**src/rtl/core/ttms_pkg.sv**
```systemverilog
// Shared types, codes and defaults for the task table scheduler.
package ttms_pkg;

   localparam int unsigned SLOTS_DEF = 16;
   localparam int unsigned CORES_DEF = 4;

   typedef enum logic [2:0] {
      CMD_ALLOC     = 3'd0,
      CMD_FREE      = 3'd1,
      CMD_SET_STATE = 3'd2,
      CMD_CHARGE    = 3'd3,
      CMD_PICK      = 3'd4
   } cmd_type;

   typedef enum logic [1:0] {
      TS_RUNNING  = 2'd0,
      TS_SLEEPING = 2'd1,
      TS_STOPPED  = 2'd2,
      TS_INVALID  = 2'd3
   } task_state_type;

   typedef enum logic [1:0] {
      STAT_OK        = 2'd0,
      STAT_NONE      = 2'd1,
      STAT_BAD_STATE = 2'd2
   } status_type;

   typedef enum logic [2:0] {
      FSM_IDLE,
      FSM_RMW,
      FSM_ALLOC,
      FSM_PICK,
      FSM_DONE
   } fsm_type;

   typedef struct packed {
      logic [31:0] runtime;
      logic [1:0]  state;
      logic        used;
   } entry_type;

endpackage

```
**src/rtl/core/ttms_ram.sv**
```systemverilog
// Generic single-port-write, single-port-read RAM with registered read data.
module ttms_ram #(
   parameter int unsigned WIDTH = 8,
   parameter int unsigned DEPTH = 16
) (
   input  logic                     clock,
   input  logic                     wr_en,
   input  logic [$clog2(DEPTH)-1:0] wr_addr,
   input  logic [WIDTH-1:0]         wr_data,
   input  logic [$clog2(DEPTH)-1:0] rd_addr,
   output logic [WIDTH-1:0]         rd_data
);

   logic [WIDTH-1:0] mem_ff [DEPTH];
   logic [WIDTH-1:0] rd_data_ff;

   always_ff @(posedge clock) begin
      if (wr_en) begin
         mem_ff[wr_addr] <= wr_data;
      end
      rd_data_ff <= mem_ff[rd_addr];
   end

   assign rd_data = rd_data_ff;

endmodule

```
**src/rtl/core/task_table_min_runtime_scheduler.sv**
```systemverilog
// Task slot table: allocate, free, set state, charge and least-runtime pick.
//
//   channel | ports                                   | direction
//   --------+-----------------------------------------+----------
//   req     | req_valid, req_stall, req_cmd .. ticks  | in
//   rsp     | rsp_valid, rsp_stall, rsp_status .. mask| out
//
// One word in, one word out. Free and rejected codes go straight to a result;
// set state and charge read the table and write it back. Allocate inspects
// slots in order until one is free, pick every CORES-th slot from its core;
// both walk the table one entry a cycle through the RAM read port. The next
// word is taken the cycle after its result enters the output register. Reset
// is synchronous and clears the per-slot valid bits, so the table reads as
// zero at once. A stalled result holds; work on a new word goes on behind it.
module task_table_min_runtime_scheduler #(
   parameter int unsigned SLOTS = ttms_pkg::SLOTS_DEF,
   parameter int unsigned CORES = ttms_pkg::CORES_DEF
) (
   input  logic        clock,
   input  logic        reset,
   input  logic        req_valid,
   output logic        req_stall,
   input  logic [2:0]  req_cmd,
   input  logic [3:0]  req_slot,
   input  logic [1:0]  req_new_state,
   input  logic [1:0]  req_core,
   input  logic [15:0] req_ticks,
   output logic        rsp_valid,
   input  logic        rsp_stall,
   output logic [1:0]  rsp_status,
   output logic [3:0]  rsp_slot_out,
   output logic [4:0]  rsp_pid_out,
   output logic        rsp_idle,
   output logic [15:0] rsp_reclaimed_mask
);
   import ttms_pkg::*;

   localparam int unsigned AW = $clog2(SLOTS);
   localparam int unsigned SW = $clog2(SLOTS + CORES);
   localparam int unsigned EW = $bits(entry_type);

   fsm_type          state_ff, state_in;
   cmd_type          cmd_ff, cmd_in;
   logic [1:0]       nst_ff, nst_in;
   logic [15:0]      ticks_ff, ticks_in;
   logic [SW-1:0]    idx_ff, idx_in;
   logic [SLOTS-1:0] valid_ff, valid_in;
   logic             have_ff, have_in;
   logic [SW-1:0]    best_ff, best_in;
   logic [31:0]      best_rt_ff, best_rt_in;

   logic [1:0]  res_status_ff, res_status_in;
   logic [3:0]  res_slot_ff, res_slot_in;
   logic [4:0]  res_pid_ff, res_pid_in;
   logic        res_idle_ff, res_idle_in;
   logic [15:0] res_mask_ff, res_mask_in;

   logic        rsp_valid_ff, rsp_valid_in;
   logic [1:0]  rsp_status_ff, rsp_status_in;
   logic [3:0]  rsp_slot_ff, rsp_slot_in;
   logic [4:0]  rsp_pid_ff, rsp_pid_in;
   logic        rsp_idle_ff, rsp_idle_in;
   logic [15:0] rsp_mask_ff, rsp_mask_in;

   logic          ram_we;
   logic [AW-1:0] ram_wa, ram_ra;
   entry_type     ram_wd;
   logic [EW-1:0] ram_q;

   entry_type     cur;
   cmd_type       req_cmd_c;
   logic          accept, out_free, slot_ok, core_ok, ready, take;
   logic          step_end, jump_end;
   logic [SW-1:0] idx_step, idx_jump, sel;
   logic [32:0]   sum;

   ttms_ram #(
      .WIDTH(EW),
      .DEPTH(SLOTS)
   ) u_table (
      .clock  (clock),
      .wr_en  (ram_we),
      .wr_addr(ram_wa),
      .wr_data(ram_wd),
      .rd_addr(ram_ra),
      .rd_data(ram_q)
   );

   assign req_stall = (state_ff != FSM_IDLE);
   assign accept    = req_valid && !req_stall;
   assign out_free  = !rsp_valid_ff || !rsp_stall;
   assign req_cmd_c = cmd_type'(req_cmd);
   assign slot_ok   = (32'(req_slot) < SLOTS);
   assign core_ok   = (32'(req_core) < SLOTS);

   // entries never written since reset or free read as zero
   assign cur      = valid_ff[idx_ff[AW-1:0]] ? entry_type'(ram_q) : '0;
   assign ready    = cur.used && (cur.state == TS_RUNNING);
   assign take     = ready && (!have_ff || (cur.runtime < best_rt_ff));
   assign idx_step = idx_ff + SW'(1);
   assign idx_jump = idx_ff + SW'(CORES);
   assign step_end = (idx_step >= SW'(SLOTS));
   assign jump_end = (idx_jump >= SW'(SLOTS));
   assign sel      = take ? idx_ff : best_ff;
   assign sum      = 33'(cur.runtime) + 33'(ticks_ff);

   always_comb begin
      state_in = state_ff;
      case (state_ff)
         FSM_IDLE: begin
            if (accept) begin
               case (req_cmd_c)
                  CMD_ALLOC:     state_in = FSM_ALLOC;
                  CMD_SET_STATE: state_in = (req_new_state != TS_INVALID && slot_ok) ?
                                            FSM_RMW : FSM_DONE;
                  CMD_CHARGE:    state_in = slot_ok ? FSM_RMW : FSM_DONE;
                  CMD_PICK:      state_in = core_ok ? FSM_PICK : FSM_DONE;
                  default:       state_in = FSM_DONE;
               endcase
            end
         end
         FSM_RMW:   state_in = FSM_DONE;
         FSM_ALLOC: begin
            if (!cur.used || step_end) begin
               state_in = FSM_DONE;
            end
         end
         FSM_PICK: begin
            if (jump_end) begin
               state_in = FSM_DONE;
            end
         end
         FSM_DONE: begin
            if (out_free) begin
               state_in = FSM_IDLE;
            end
         end
         default:   state_in = FSM_IDLE;
      endcase
   end

   always_comb begin
      cmd_in        = cmd_ff;
      nst_in        = nst_ff;
      ticks_in      = ticks_ff;
      idx_in        = idx_ff;
      valid_in      = valid_ff;
      have_in       = have_ff;
      best_in       = best_ff;
      best_rt_in    = best_rt_ff;
      res_status_in = res_status_ff;
      res_slot_in   = res_slot_ff;
      res_pid_in    = res_pid_ff;
      res_idle_in   = res_idle_ff;
      res_mask_in   = res_mask_ff;
      rsp_valid_in  = rsp_valid_ff && rsp_stall;
      rsp_status_in = rsp_status_ff;
      rsp_slot_in   = rsp_slot_ff;
      rsp_pid_in    = rsp_pid_ff;
      rsp_idle_in   = rsp_idle_ff;
      rsp_mask_in   = rsp_mask_ff;
      ram_we        = 1'b0;
      ram_wa        = idx_ff[AW-1:0];
      ram_wd        = cur;
      ram_ra        = idx_step[AW-1:0];

      case (state_ff)
         FSM_IDLE: begin
            if (accept) begin
               cmd_in        = req_cmd_c;
               nst_in        = req_new_state;
               ticks_in      = req_ticks;
               have_in       = 1'b0;
               res_status_in = STAT_OK;
               res_slot_in   = '0;
               res_pid_in    = '0;
               res_idle_in   = 1'b0;
               res_mask_in   = '0;
               case (req_cmd_c)
                  CMD_ALLOC: begin
                     idx_in = '0;
                     ram_ra = '0;
                  end
                  CMD_FREE: begin
                     if (slot_ok) begin
                        valid_in[AW'(req_slot)] = 1'b0;
                     end
                  end
                  CMD_SET_STATE, CMD_CHARGE: begin
                     idx_in = SW'(req_slot);
                     ram_ra = AW'(req_slot);
                     if (req_cmd_c == CMD_SET_STATE && req_new_state == TS_INVALID) begin
                        res_status_in = STAT_BAD_STATE;
                     end
                  end
                  CMD_PICK: begin
                     idx_in = SW'(req_core);
                     ram_ra = AW'(req_core);
                     if (!core_ok) begin
                        res_status_in = STAT_NONE;
                        res_idle_in   = 1'b1;
                     end
                  end
                  default: begin
                  end
               endcase
            end
         end
         FSM_RMW: begin
            ram_we = 1'b1;
            if (cmd_ff == CMD_SET_STATE) begin
               ram_wd.state = nst_ff;
            end else begin
               ram_wd.runtime = sum[32] ? '1 : sum[31:0];
            end
            valid_in[idx_ff[AW-1:0]] = 1'b1;
         end
         FSM_ALLOC: begin
            idx_in = idx_step;
            if (!cur.used) begin
               ram_we                   = 1'b1;
               ram_wd.used              = 1'b1;
               valid_in[idx_ff[AW-1:0]] = 1'b1;
               res_slot_in              = 4'(idx_ff);
               res_pid_in               = 5'(idx_step);
            end else begin
               if (cur.state == TS_STOPPED) begin
                  valid_in[idx_ff[AW-1:0]] = 1'b0;
                  res_mask_in              = res_mask_ff | (16'(1) << idx_ff);
               end
               if (step_end) begin
                  res_status_in = STAT_NONE;
               end
            end
         end
         FSM_PICK: begin
            idx_in = idx_jump;
            ram_ra = idx_jump[AW-1:0];
            if (take) begin
               have_in    = 1'b1;
               best_in    = idx_ff;
               best_rt_in = cur.runtime;
            end
            if (jump_end) begin
               if (take || have_ff) begin
                  res_slot_in = 4'(sel);
                  res_pid_in  = 5'(sel + SW'(1));
               end else begin
                  res_status_in = STAT_NONE;
                  res_idle_in   = 1'b1;
               end
            end
         end
         FSM_DONE: begin
            if (out_free) begin
               rsp_valid_in  = 1'b1;
               rsp_status_in = res_status_ff;
               rsp_slot_in   = res_slot_ff;
               rsp_pid_in    = res_pid_ff;
               rsp_idle_in   = res_idle_ff;
               rsp_mask_in   = res_mask_ff;
            end
         end
         default: begin
         end
      endcase
   end

   always_ff @(posedge clock) begin
      if (reset) begin
         state_ff     <= FSM_IDLE;
         valid_ff     <= '0;
         rsp_valid_ff <= 1'b0;
      end else begin
         state_ff     <= state_in;
         valid_ff     <= valid_in;
         rsp_valid_ff <= rsp_valid_in;
      end
   end

   always_ff @(posedge clock) begin
      cmd_ff        <= cmd_in;
      nst_ff        <= nst_in;
      ticks_ff      <= ticks_in;
      idx_ff        <= idx_in;
      have_ff       <= have_in;
      best_ff       <= best_in;
      best_rt_ff    <= best_rt_in;
      res_status_ff <= res_status_in;
      res_slot_ff   <= res_slot_in;
      res_pid_ff    <= res_pid_in;
      res_idle_ff   <= res_idle_in;
      res_mask_ff   <= res_mask_in;
      rsp_status_ff <= rsp_status_in;
      rsp_slot_ff   <= rsp_slot_in;
      rsp_pid_ff    <= rsp_pid_in;
      rsp_idle_ff   <= rsp_idle_in;
      rsp_mask_ff   <= rsp_mask_in;
   end

   assign rsp_valid          = rsp_valid_ff;
   assign rsp_status         = rsp_status_ff;
   assign rsp_slot_out       = rsp_slot_ff;
   assign rsp_pid_out        = rsp_pid_ff;
   assign rsp_idle           = rsp_idle_ff;
   assign rsp_reclaimed_mask = rsp_mask_ff;

endmodule

```
**config.mk**
```make
export PLATFORM = sky130hd
export DESIGN_NAME = task_table_min_runtime_scheduler
export DESIGN_NICKNAME = d
export VERILOG_FILES = /design/src/rtl/core/ttms_pkg.sv /design/src/rtl/core/ttms_ram.sv /design/src/rtl/core/task_table_min_runtime_scheduler.sv
export SDC_FILE = /design/constraint.sdc
export NUM_CORES = 1
export LEC_CHECK = 0
export BUFFER_PORTS_ARGS = -buffer_cell sky130_fd_sc_hd__clkbuf_2
export CORE_MARGIN = 2
export CORE_UTILIZATION = 40
export DETAILED_ROUTE_END_ITERATION = 6
export REMOVE_ABC_BUFFERS = 1
export SLEW_MARGIN = 20
export SYNTH_ARGS = -nofsm -noshare
export SYNTH_HDL_FRONTEND = slang
export SYNTH_HIERARCHICAL = 1
export SYNTH_SLANG_ARGS = --single-unit
```
**constraint.sdc**
```tcl
create_clock -name clock -period 8.55 [get_ports clock]
set_clock_uncertainty 0.05 [all_clocks]
set_input_delay 1.71 -clock clock [delete_from_list [all_inputs] [get_ports clock]]
set_output_delay 1.71 -clock clock [all_outputs]
set_load 0.01 [all_outputs]
```
**Word-level counts from Yosys, hierarchy flattened**

Memory sizes are Yosys's and may differ from the RTL's. A register that Yosys moved wholly into a read port is not among the register bits.
Cells that the tools add are included.
Widths: inputs -> output; s select.

- Memory bits (writable): 560
- Memories: 1
- Flip-flop bits (word level): 140
- Output and inout bits: 30
- Logic and storage cells: 166

Memories:

| name | depth | width | read ports | clocked after Yosys merged registers in | write ports | line | source |
|---|---|---|---|---|---|---|---|
| u_table.mem_ff | 16 | 35 | 1 | 1 | 1 | ttms_ram.sv:14 | `logic [WIDTH-1:0] mem_ff [DEPTH];` |

- Add/sub/neg operators: 4
- $lt $le $gt $ge: 7
- Multiplexer cells: 65
- Shifts and indexed selects: 1
- Bitwise operators: 6
- Reduce and logical (&&, ||, !) cells: 36
- Eq/ne operators: 26

Operator list:

| kind | count |
|---|---|
| $mux 16 | 7 |
| $mux 32 | 2 |
| $pmux 16 s3 | 1 |
| $pmux 5 s3 | 3 |
| $mux 35 | 1 |
| $mux 34 | 1 |
| $add 32x16->33 | 1 |
| $and 16x16->16 | 2 |
| $lt 32x32->1 | 1 |
| $not 16->16 | 2 |
| $or 16x16->16 | 2 |
| $pmux 16 s2 | 1 |
| $mux 5 | 6 |
| $ne 2x2->1 const B | 12 |
| $pmux 4 s3 | 2 |
| $mux 4 | 5 |
| $mux 2 | 8 |
| $reduce_and 4->1 | 4 |
| $shl 1x5->16 const A | 1 |
| $eq 3x2->1 const B | 5 |
| $mux 3 | 5 |
| $pmux 3 s5 | 1 |
| $mux 1 | 13 |
| $pmux 3 s4 | 1 |
| 28 further kinds | 58 |

**Logic depth before layout (Yosys ltp)**

- Word-level depth: 11
- Mapped depth: 25
- Depth with buffers taken out: 21

**Modules after synthesis**

The synthesis kept the hierarchy.

By module, submodules not included:

| module | times used | area each (µm²) | sequential area each (µm²) | cells an instance |
|---|---|---|---|---|
| ttms_ram | 1 | 22053.7 | 17516.8 | 914 |
| task_table_min_runtime_scheduler | 1 | 8553.2 | 4003.8 | 871 |

**Worst setup path after synthesis**

OpenSTA, ideal clock, no wires.

- Path type: reg-to-reg
- Start: reg idx_ff[0]
- End: mem u_table/mem_ff[0][0] (netlist bit) (enable)
- Stages on the path, launching flop included: 10
- Required time: 8.029 ns
- Setup slack: 3.001 ns
- Clock period less this slack: 5.549 ns
- Arrival time: 5.028 ns
- Library setup time: 0.471 ns
- Path through: edfxtp_1 -> buf_6 -> mux2_2 -> o22ai_1 -> nor2_4 -> o21ai_4 -> nand2b_1 -> a21oi_1 -> or3b_2 -> nor3_1

- Word-level cells in the longest chain between the ends: 7

Ends and longest elaborated chain:

| element | line | source |
|---|---|---|
| start, declared | task_table_min_runtime_scheduler.sv:46 | `logic [SW-1:0] idx_ff, idx_in;` |
| start signal, assigned | task_table_min_runtime_scheduler.sv:285 | `idx_ff <= idx_in;` |
| $bmux 1 s4 | task_table_min_runtime_scheduler.sv:97 | `assign cur = valid_ff[idx_ff[AW-1:0]] ? entry_type'(ram_q) : '0;` |
| $mux 1 (implied by the code) | task_table_min_runtime_scheduler.sv:97 |  |
| $mux 35 | task_table_min_runtime_scheduler.sv:97 |  |
| $mux 1 | task_table_min_runtime_scheduler.sv:220 | `if (!cur.used) begin` |
| $pmux 1 s2 | task_table_min_runtime_scheduler.sv:167 | `case (state_ff)` |
| net ram_we | task_table_min_runtime_scheduler.sv:65 | `logic ram_we;` |
| $mux 1 | ttms_ram.sv:18 | `if (wr_en) begin` |
| $mux 1 (implied by the code) | ttms_ram.sv:19 | `mem_ff[wr_addr] <= wr_data;` |
| end, declared | ttms_ram.sv:14 |  |

The timed path passes the listed nets, and every way through them passes these cells. The select of a mux whose other input is x is not followed.

==> impl_metrics.py <==
metrics = {
    "status": {
        "outcome": "finished clean",
    },
    "worst_setup_path": {
        "crit_required_ns": 8.83,
        "critPathBufInv": 2,
        "cp_max_fo": 33,
        "reg2reg_depth": 15,
        "max_stage_delay_ns": 0.85,
        "cp_data_arrival_time_ns": 6.15,
        "cp_cell_sequence": "clkinv_1 > a21oi_1 > nand3_1 > nand2_1 > buf_4 > and2_1 > ha_1 > a21o_1 > nor2_1 > a211oi_1 > o31ai_1 > nand2_1 > a31oi_1 > xor2_1 > a31oi_2",
        "cpLargestDelayFamily": "compound AO/OA/AOI/OAI gates",
        "path_common_cell": "nand2_1",
        "cp-end-kind": "flop",
        "critPathSlowestCell": "o31ai_1",
        "worstSetupPathType": "flop to flop",
        "cp.depth": 15,
        "start_kind": "flop",
    },
    "yosys": {
        "synth.distinct_cells": 74,
        "ys_ff_latch": 735,
        "synth_edf_count": 680,
        "synth_warnings": 6,
        "synthCells": 1785,
        "yosysSeqAreaShare_pct": 70.3,
        "yosysMostFrequentCell": "edfxtp_1",
        "ys_top_cells_by_area": "edfxtp_1, mux4_2, mux4_1, dfxtp_1, ha_1",
        "synth_area_leader_cell": "edfxtp_1",
        "synthFlopType": "edfxtp_1",
        "synthTopCellsByCount": "edfxtp_1, nand2_1, nor2_1, mux4_2, a22oi_1",
        "avgSynthCellArea_sq_um": 17.1,
        "netlist_area_sq_um": 30600,
        "synthArstFlopShare_pct": 0,
        "netlist.area_leader.share_pct": 66.7,
    },
    "die": {
        "dieArea_sq_um": 78700,
        "core_sq_um": 75800,
        "die_h_um": 281,
        "row_count": 101,
        "dieWidth_um": 281,
        "start_util_pct": 40.4,
        "boundaryPins": 61,
    },
    "clock_tree": {
        "htreeDepth": 3,
        "cts_setup_buffers": 0,
        "cts_buffer_depth": 3,
        "postCtsHoldBufs": 0,
        "cts_sinks": 735,
        "cts_tree": "built",
        "cts_buffers": 78,
        "cts_resized": 0,
        "clock_latency_ns": 0.64,
        "clk_pin_slew_ns": 0.06,
        "cts-root-buf": "clkbuf_16",
    },
    "drt": {
        "drt_iter0_drc": 1413,
        "drt_pass1_iterations": 5,
        "wl_um": 72800,
        "wl_per_cell_um": 24.8,
        "via_count": 16848,
        "drc": 0,
        "via_per_inst": 5.74,
        "ant_nets": 0,
    },
    "global_routing": {
        "antenna_found_initial": 0,
        "grt_pass1_wl_um": 108000,
        "track_usage_pct": 18.6,
        "grt_pass1_vias": 16728,
        "grt_overflow": 0,
        "grt_max_degree": 141,
    },
    "pwr": {
        "clockPowerShare_pct": 34.4,
        "pwr_density_cell_nw_per_um2": 285,
        "power.internal_w": 0.00712,
        "finalPower_w": 0.00992,
        "p_sw_w": 0.00279,
        "p_leak_nw": 11.9,
        "ir_drop_v": 0.000155,
        "pwr-share-seq_pct": 45.8,
        "pwr-share-comb_pct": 19.9,
        "swShare_pct": 28.2,
    },
    "place": {
        "dpl.cell_count": 2785,
        "gp_congestion": 0.885,
        "hpwl_um": 40800,
        "port_buffers": 60,
    },
    "hold_path": {
        "hold_class": "flop to flop",
        "hold_depth": 0,
    },
    "cells_and_area": {
        "drive_gt1_share_pct": 19.2,
        "syn_to_final_growth_pct": 13.8,
        "num_antenna_cells": 0,
        "fillers": 6425,
        "fin_nets": 1981,
        "finalNonFillerCells": 2936,
    },
    "sta": {
        "fin_crit_ns": 5.87,
        "tns_ns": 0,
        "hold_ws_ns": 0.369,
        "slew_violations": 0,
        "maxSlewHeadroom_pct": 25.8,
        "finalSetupViolations": 0,
        "finalHoldViolCount": 0,
        "worstMarginPinSlew_ns": 1.11,
        "post-route-period-util_pct": 68.7,
        "rsz0062_at_grt": "false",
        "fmax_mhz": 170,
    },
    "run": {
        "cap_violations": 0,
    },
}
## worst reg2reg max path, delay by kind of cell, from the launching register on
kind	cells	cell delay (ns)
flops	1	0.71
compound gates	6	2.35
fa+ha+maj	1	0.27
buf+inv	2	0.82
simple gates	5	1.28
xor+xnor	1	0.11
## per-stage QoR
step	util (%)	area, sq um	setup slack, ns
after floorplan	-	30100	-6.95
after global placement	42.4	32100	2.75
after detailed placement	42.4	32100	2.46
after CTS	45.8	34700	2.39
after global routing	45.9	34800	2.25
final	45.9	34800	2.68
## layout by cell type (no fill, tap or decap), drive strengths merged, types with 7 or more instances in the layout
master / synthesis / layout
nand2: 141 / 141
a31oi: 17 / 17
mux2: 7 / 7
inv: 50 / 57
edfxtp: 680 / 680
a32o: 15 / 15
nand2b: 16 / 16
o21ai: 53 / 53
clkinv: 3 / 26
and2: 33 / 33
dfxtp: 55 / 55
nor2b: 17 / 17
clkbuf: 40 / 167
nor3: 19 / 19
a21oi: 57 / 57
a22oi: 72 / 72
buf: 38 / 42
nor2: 87 / 87
a21o: 12 / 12
bufinv: 0 / 7
a211oi: 7 / 7
nand4: 15 / 15
o211ai: 11 / 11
ha: 56 / 56
xnor2: 14 / 14
and3: 10 / 10
xor2: 12 / 12
mux4: 140 / 140
mux2i: 12 / 12
nand3: 33 / 33
## power by group through the flow
stage | clock network, W | logic [W] | registers, W
3_3_place_gp | 0 | 0.00190 | 0.00461
4_1_cts | 0.00347 | 0.00195 | 0.00454
2_1_floorplan | 0 | 0.00159 | 0.00456
3_5_place_dp | 0 | 0.00194 | 0.00462
5_1_grt | 0.00361 | 0.00215 | 0.00455
6_report | 0.00341 | 0.00197 | 0.00454
## final cells by class
class | count | area [sq um] | area share [%]
inverter | 53 | 199 | 0.571
clock buffer | 103 | 2140 | 6.14
tap | 978 | 1220 | 3.51
clock inverter | 42 | 475 | 1.36
timing repair buffer | 106 | 678 | 1.95
multi-input combinational | 919 | 8600 | 24.7
sequential | 735 | 21500 | 61.8
## sequential cells by signal, summed over array words and instances (netlist names), 3 cells and up
name / count
rsp_pid_out: 5
ticks_ff: 16
res_mask_ff: 16
best_ff: 5
state_ff: 3
best_rt_ff: 32
rsp_reclaimed_mask: 16
rsp_slot_out: 4
idx_ff: 5
u_table/rd_data: 35
res_pid_ff: 5
res_slot_ff: 4
valid_ff: 16
cmd_ff: 3
u_table/mem_ff: 560
## metal layers
metal	global-route usage [%]	wire, um	share of wire (%)	up-vias
met2	29.5	34200	47	591
li1	-	-	-	7367
met3	2.67	4540	6.2	108
met5	0	0	0	-
met4	5.70	1700	2.3	0
met1	26.7	32400	44	8782
## worst paths after layout
path / startpoint / end / slack (ns)
worst max-delay path: idx_ff[3]$_DFFE_PP_ / u_table/mem_ff[2][16]$_DFFE_PP_ / 2.68
worst min-delay path: res_pid_ff[0]$_DFFE_PP_ / rsp_pid_out[0]$_DFFE_PP_ / 0.37
worst max register to register: idx_ff[3]$_DFFE_PP_ / u_table/mem_ff[2][16]$_DFFE_PP_ / 2.68
worst min register to register: res_pid_ff[0]$_DFFE_PP_ / rsp_pid_out[0]$_DFFE_PP_ / 0.37
## cells by family (layout without fill, tap and decap cells)
logic type,Yosys count,after routing,share of synthesized area (%)
buf+inv,131,304,2.40
flops,735,735,70.3
simple gates,393,393,6.14
mux,159,159,11.7
compound gates,284,284,6.39
fa+ha+maj,57,57,2.35
xor+xnor,26,26,0.744
Note: power is estimated with default switching activity, not from simulation.
